## config.mk

```make
export PLATFORM = sky130hd
export DESIGN_NAME = sid_div
export DESIGN_NICKNAME = d
export VERILOG_FILES = /design/src/hw/rtl/sid_div.sv
export SDC_FILE = /design/constraint.sdc
export NUM_CORES = 2
export LEC_CHECK = 0
export BUFFER_PORTS_ARGS = -buffer_cell sky130_fd_sc_hd__buf_2
export CORE_UTILIZATION = 30
export CTS_BUF_LIST = sky130_fd_sc_hd__clkbuf_2
export CTS_CLUSTER_DIAMETER = 30
export DETAILED_ROUTE_END_ITERATION = 16
export GPL_ROUTABILITY_DRIVEN = 1
export HOLD_SLACK_MARGIN = 0.05
export PLACE_DENSITY = 0.5
export SLEW_MARGIN = 20
export SYNTH_ARGS = -nofsm -noshare
export SYNTH_HDL_FRONTEND = slang
export SYNTH_SLANG_ARGS = --single-unit
```

## constraint.sdc

```tcl
create_clock -name clk -period 4 [get_ports clk]
set_clock_uncertainty 0.15 [all_clocks]
set_input_delay 0.4 -clock clk [delete_from_list [all_inputs] [get_ports clk]]
set_output_delay 0.4 -clock clk [all_outputs]
set_load 0.03 [all_outputs]
```

## src/hw/rtl/sid_div.sv

```systemverilog
// Pipelined restoring divider, truncating toward zero, one quotient bit per stage.
`default_nettype none

module sid_div #(
    parameter int NW = 44,
    parameter int DW = 29,
    parameter int QW = 13,
    parameter int SW = 1
) (
    input  wire logic                  clk,
    input  wire logic                  rst_n,
    input  wire logic                  en,
    input  wire logic                  in_vld,
    input  wire logic signed [NW-1:0]  num,
    input  wire logic signed [DW-1:0]  den,
    input  wire logic [SW-1:0]         side_in,
    output logic                       out_vld,
    output logic signed [QW:0]         quo,
    output logic [SW-1:0]              side_out
);
    localparam int EW = (NW > DW + QW) ? NW : DW + QW;

    logic signed [EW-1:0]  num_ext;
    logic signed [DW-1:0]  den_neg;
    logic [EW-1:0]         num_mag;
    logic [DW-1:0]         den_mag;

    always_comb
    begin
        num_ext = EW'(num);
        den_neg = -den;
        num_mag = num_ext[EW-1] ? EW'(-num_ext) : EW'(num_ext);
        den_mag = den[DW-1] ? den_neg : den;
    end

    logic              vld_reg  [0:QW];
    logic [EW-1:0]     rem_reg  [0:QW];
    logic [DW-1:0]     dv_reg   [0:QW];
    logic [QW-1:0]     q_reg    [0:QW];
    logic              neg_reg  [0:QW];
    logic [SW-1:0]     side_reg [0:QW];

    always_ff @(posedge clk or negedge rst_n)
    begin
        if (!rst_n)
        begin
            vld_reg[0] <= 1'b0;
        end
        else if (en)
        begin
            vld_reg[0] <= in_vld;
        end
    end

    always_ff @(posedge clk)
    begin
        if (en)
        begin
            rem_reg[0]  <= num_mag;
            dv_reg[0]   <= den_mag;
            q_reg[0]    <= '0;
            neg_reg[0]  <= num[NW-1] ^ den[DW-1];
            side_reg[0] <= side_in;
        end
    end

    for (genvar k = 1; k <= QW; k++)
    begin : g_step
        logic [EW-1:0] trial;
        logic          take;
        logic [EW-1:0] rem_next;
        logic [QW-1:0] q_next;

        always_comb
        begin
            trial    = EW'(dv_reg[k-1]) << (QW - k);
            take     = rem_reg[k-1] >= trial;
            rem_next = take ? rem_reg[k-1] - trial : rem_reg[k-1];
            q_next   = q_reg[k-1] | (take ? (QW'(1) << (QW - k)) : '0);
        end

        always_ff @(posedge clk or negedge rst_n)
        begin
            if (!rst_n)
            begin
                vld_reg[k] <= 1'b0;
            end
            else if (en)
            begin
                vld_reg[k] <= vld_reg[k-1];
            end
        end

        always_ff @(posedge clk)
        begin
            if (en)
            begin
                rem_reg[k]  <= rem_next;
                dv_reg[k]   <= dv_reg[k-1];
                q_reg[k]    <= q_next;
                neg_reg[k]  <= neg_reg[k-1];
                side_reg[k] <= side_reg[k-1];
            end
        end
    end

    logic signed [QW:0] q_pos;

    always_comb
    begin
        q_pos = {1'b0, q_reg[QW]};
        quo   = neg_reg[QW] ? -q_pos : q_pos;
    end

    assign out_vld  = vld_reg[QW];
    assign side_out = side_reg[QW];

endmodule

`default_nettype wire

```

Word level (Yosys, flattened, before mapping)
Memory sizes are Yosys's and may differ from the RTL's.
Cells that the tools add are included.
{"block": "word_totals", "ff_bits": 14, "ram_bits": 1232, "inputBits": 78, "out_inout_bits": 16, "wordCells": 93, "mem_count": 5}
{"block": "classes", "addsub": 16, "n_lt_le_gt_ge": 13, "muxes": 31, "bitwise_logic": 14}
{"memory": "rem_reg", "depth": 14, "width": 44, "rd": 13, "rd_ports_with_merged_regs": 0, "wr": 14, "line": "37", "source": "logic [EW-1:0] rem_reg [0:QW];"}
{"memory": "dv_reg", "depth": 14, "width": 29, "rd": 13, "rd_ports_with_merged_regs": 0, "wr": 14, "line": "38", "source": "logic [DW-1:0] dv_reg [0:QW];"}
{"memory": "q_reg", "depth": 14, "width": 13, "rd": 14, "rd_ports_with_merged_regs": 0, "wr": 14, "line": "39", "source": "logic [QW-1:0] q_reg [0:QW];"}
{"memory": "neg_reg", "depth": 14, "width": 1, "rd": 14, "rd_ports_with_merged_regs": 0, "wr": 14, "line": "40", "source": "logic neg_reg [0:QW];"}
{"memory": "side_reg", "depth": 14, "width": 1, "rd": 14, "rd_ports_with_merged_regs": 0, "wr": 14, "line": "41", "source": "logic [SW-1:0] side_reg [0:QW];"}
{"operator": "two-way mux 44 bit", "n": 14}
{"operator": "greater-or-equal comparator 44 x 29 -> 1 bit", "n": 1}
{"operator": "greater-or-equal comparator 44 x 30 -> 1 bit", "n": 1}
{"operator": "greater-or-equal comparator 44 x 31 -> 1 bit", "n": 1}
{"operator": "greater-or-equal comparator 44 x 32 -> 1 bit", "n": 1}
{"operator": "greater-or-equal comparator 44 x 33 -> 1 bit", "n": 1}
{"operator": "greater-or-equal comparator 44 x 34 -> 1 bit", "n": 1}
{"operator": "greater-or-equal comparator 44 x 35 -> 1 bit", "n": 1}
{"operator": "greater-or-equal comparator 44 x 36 -> 1 bit", "n": 1}
{"operator": "greater-or-equal comparator 44 x 37 -> 1 bit", "n": 1}
{"operator": "greater-or-equal comparator 44 x 38 -> 1 bit", "n": 1}
{"operator": "greater-or-equal comparator 44 x 39 -> 1 bit", "n": 1}
{"operator": "greater-or-equal comparator 44 x 40 -> 1 bit", "n": 1}
{"operator": "greater-or-equal comparator 44 x 41 -> 1 bit", "n": 1}
{"operator": "negation 44 bit", "n": 1}
{"operator": "subtractor 44 x 29 -> 44 bit", "n": 1}
{"operator": "subtractor 44 x 30 -> 44 bit", "n": 1}
{"operator": "subtractor 44 x 31 -> 44 bit", "n": 1}
{"operator": "subtractor 44 x 32 -> 44 bit", "n": 1}
{"operator": "subtractor 44 x 33 -> 44 bit", "n": 1}
{"operator": "subtractor 44 x 34 -> 44 bit", "n": 1}
{"operator": "subtractor 44 x 35 -> 44 bit", "n": 1}
{"operator": "subtractor 44 x 36 -> 44 bit", "n": 1}
{"operator": "subtractor 44 x 37 -> 44 bit", "n": 1}
{"operator": "35 further kinds", "n": 37}

Depth between registers and ports, before layout
An unclocked memory read counts as a cell.
{"block": "depth", "depth_word": 4, "depth_mapped": 15, "mapped_depth_nobuf": 14}

Worst setup path after synthesis
No wires, ideal clock.
{"block": "synth_timing", "path_type": "reg-to-reg", "startpoint": "mem rem_reg[0][98] (netlist name)", "endpoint": "mem rem_reg[0][143] (netlist name), data pin", "setup_ns": 0.260, "arrival_time_ns": 3.282, "required_time_ns": 3.590, "path_slack_ns": 0.308, "stages_incl_launch_ff": 14, "n_path_buf": 1, "synth_period_minus_slack_ns": 3.692, "cell_sequence": "edfxtp_1 inv_1 ha_1 inv_1 fa_1 a21o_1 a21oi_1 o21bai_1 a21oi_1 o21ai_0 a221o_1 a311oi_2 clkbuf_1 mux2_2"}
{"item": "start, declared", "line": "37"}

==> impl_metrics.json <==
{
  "grt_max_degree": 110,
  "async_reset_ff_frac": 0.0129,
  "die_area_um2": 203000,
  "crit_path_top_delay_cell": "dlygate4sd3_1",
  "hold_viol_final": 0,
  "dieHeight_um": 450,
  "area.sequential_um2": 32400,
  "core-area_um2": 200000,
  "grt_pass1_wl_mm": 236,
  "drcViolationCount": 0,
  "avgViaCountPerCell": 4.74,
  "largest_reg_flops": 572,
  "slew_headroom": 0.198,
  "utilization": 0.358,
  "sw_frac_of_total": 0.382,
  "violations": "setup timing",
  "cts_buffers": 338,
  "nFillCells": 19900,
  "synth.top_cell.area_share": 0.532,
  "whs_ps": 195,
  "cts_buffer_depth": 4,
  "initial_core_util": 0.302,
  "rsz0062_at_grt": "true",
  "insertion_delay_ps": 1760,
  "via_count": 43400,
  "grt.total_usage": 0.147,
  "slowest_delay_ps": 590,
  "firstDrtPassIters": 5,
  "critPathKind": "input pin to flop",
  "rows": 164,
  "finalSetupViolations": 7,
  "routed_wl_mm": 152,
  "comb_power_share": 0.425,
  "syn-cell-area_um2": 60300,
  "worst_hold_startpoint": "dv_reg[2][18]",
  "overflow": 0,
  "ys_ff_latch": 1082,
  "crit_path_frequent_cell": "dlygate4sd3_1",
  "syn_avg_cell_area_um2": 11.0,
  "status": "complete, but fails checks",
  "holdPathStages": 0,
  "final_nets": 6721,
  "drt_iter0_drc": 2044,
  "period_share": 1.13,
  "seqPwrFrac": 0.393,
  "fin_cells": 9149,
  "power_leakage_uw": 0.0285,
  "end_kind": "flop",
  "ys_seq_area_frac": 0.538,
  "place_inst": 8301,
  "rr_endpoint": "rem_reg[2][169]",
  "period_needed_ps": 4500,
  "synth_nets": 5956,
  "vdd_drop_max_uv": 243,
  "synth_top_area_cell": "edfxtp_1",
  "cp.required_ps": 5260,
  "wl_per_cell_um": 16.6,
  "cts_sinks": 1082,
  "dpl.hpwl_mm": 115,
  "arrival_ps": 5760,
  "netlist_instances": 5486,
  "worst_pin_slew_ps": 1200,
  "hold_end": "dv_reg[2][47]",
  "ios": 94,
  "power_density_nw_per_um2": 641,
  "port_buffers": 93,
  "ys.flop_type": "edfxtp_1",
  "slew_violations": 0,
  "setup.worst_path.start_class": "input pin",
  "gp_congestion": 0.885,
  "ys_warn_count": 0,
  "worst_slack_ps": -505,
  "synth_cell_type_count": 102,
  "antenna_found_initial": 2,
  "dp_slack_ps": 27.3,
  "ctsRootBufferMaster": "clkbuf_2",
  "multi_input_area_um2": 25900,
  "grt_pass1_vias": 45100,
  "ys_top_cells_by_area": "edfxtp_1 53%, ha_1 7.9%, xnor2_1 4.2%, a21oi_1 3.6%, o21ai_0 3.4%",
  "fp.dieW_um": 450,
  "hold_class": "flop to flop",
  "cp_max_fo": 4,
  "maxCapViolations": 0,
  "drtAntennaViolNets": 0,
  "clkSlewWorstSetupHoldPaths_ps": 90,
  "synth_edf_count": 1068,
  "fmax_mhz": 222,
  "drive_above_1_share": 0.156,
  "tritoncts": "yes",
  "clkPwrFrac": 0.182,
  "p_sw_uw": 17500,
  "crit_chain": "dlygate4sd3_1, buf_2, dlygate4sd3_1, inv_1, dlygate4sd3_1, ha_1, nand2_1, or3_1, or3_4, or3_1, or3_4, or3_1, nand2_1, dlygate4sd3_1, xnor2_1, dlygate4sd3_1",
  "reg2reg_from": "rem_reg[2][98]",
  "p_int_uw": 28300,
  "cts_htree_levels": 5,
  "rrSetupSlack_ps": 140,
  "finalPower_uw": 45900,
  "syn_to_final_growth_pct": 18.6,
  "reg2reg_depth": 11
}
[cell families (layout without fill, tap and decap cells)]
| kind of cell | after synthesis | count (layout) | synth area share |
|---|---|---|---|
| AOI/OAI and AO/OA | 1435 | 1435 | 0.146 |
| and+or+nand+nor | 1407 | 1407 | 0.114 |
| DFF | 1082 | 1082 | 0.538 |
| buffers and inverters | 640 | 1636 | 0.0406 |
| xor gates and xnor gates | 481 | 481 | 0.0698 |
| adders and majority gates | 392 | 392 | 0.0828 |
| muxes | 49 | 49 | 0.00911 |
| other | 0 | 11 | 0 |
[cells in the mapped netlist, drive strengths merged (13+ instances only)]
master,instances
edfxtp,1068
inv,495
nand2,494
a21oi,431
o21ai,429
ha,380
nor2,310
xnor2,286
xor2,195
a21o,185
clkbuf,119
nor3,94
nand3,77
nand4,63
nand2b,55
nor4,53
o21a,52
o31ai,52
mux2,47
o21bai,47
nor2b,42
or3,39
a31oi,38
a211oi,32
and3,28
or2,26
buf,25
or4,24
o211ai,19
and2,18
a31o,17
and4,16
o41ai,16
dfrtp,14
nand4b,14
nor3b,14
nor4b,14
a211o,13
nand3b,13
[area by class of cell]
type / instances / area share
clock buffers: 451 / 0.0315
multi-input cells: 3764 / 0.362
diodes: 11 / 0.000385
flip-flops and latches: 1082 / 0.453
inverters: 496 / 0.0260
clock inverters: 120 / 0.0100
well taps: 2656 / 0.0465
repair buffers: 569 / 0.0703
[worst max-delay path by stage]
stage / startpoint / cells after the start / end
6_report: den[1] / 16 / dv_reg[0][24]
5_1_grt: q_reg[1][67] / 6 / quo[10]
4_1_cts: q_reg[1][67] / 6 / quo[10]
3_5_place_dp: rem_reg[2][90] / 15 / rem_reg[2][172]
3_3_place_gp: rem_reg[0][98] / 16 / rem_reg[0][171]
2_1_floorplan: rem_reg[0][98] / 13 / rem_reg[0][143]
[worst max-delay path: cells and delay by family]
family / cells / cell delay [ps]
xor+xnor: 1 / 80
simple gates: 7 / 2060
fa+ha+maj: 1 / 160
buf+inv: 7 / 3070
[placed cells by master (no fill, tap or decap), types with 14 or more instances in the layout]
master	n
o21a_1	52
clkinv_2	43
ha_1	379
a31oi_1	34
nor2b_1	41
edfxtp_1	1068
nor4_1	50
or3_1	35
a21o_1	185
o31ai_1	44
o21ai_1	25
nand2_1	488
nand2b_1	54
buf_2	82
or2_2	21
and2_1	17
o21bai_1	47
dlygate4sd3_1	250
buf_4	207
clkinv_1	65
dfrtp_1	14
nand3_1	74
nor3_1	87
inv_1	493
xnor2_1	284
a31o_2	16
o211ai_1	19
and4_1	16
and3_1	28
nand4_1	63
clkbuf_2	451
mux2_2	44
or4_1	19
o21ai_0	397
a21oi_1	424
nor2_1	309
xor2_1	195
buf_12	23
a211oi_1	28
[power by group through the flow]
stage | combinational (uW) | clock [uW] | sequential, uW
floorplan | 13700 | 0 | 17300
global placement | 18800 | 0 | 18300
detailed placement | 18900 | 0 | 18300
CTS | 19300 | 8840 | 18100
global route | 21700 | 9420 | 18300
finish | 19500 | 8340 | 18000
[stage by stage]
step                      cell area [um^2]  TNS (ps)
after global placement               65500      -288
after global routing                 71500     -3790
after floorplan                      60300         0
after detailed placement             65500         0
final                                71500      -836
after CTS                            71200     -2710
[timing repair]
action / CTS / global route
hold buffers: 251 / 0
pin swaps: 8 / 20
gates resized for setup: 40 / 56
hold endpoints to repair: 1171 / 0
endpoints found under the setup margin: 42 / 125
buffers inserted: 3 / 13
[layer usage]
layer,routed length [um],GRT usage,up-vias
met1,60600,0.156,20200
met2,78000,0.269,975
met5,0,0,-
met3,5550,0.0272,387
met4,7630,0.0857,0
li1,-,-,21800
Note: power is estimated with default switching activity, not from simulation.
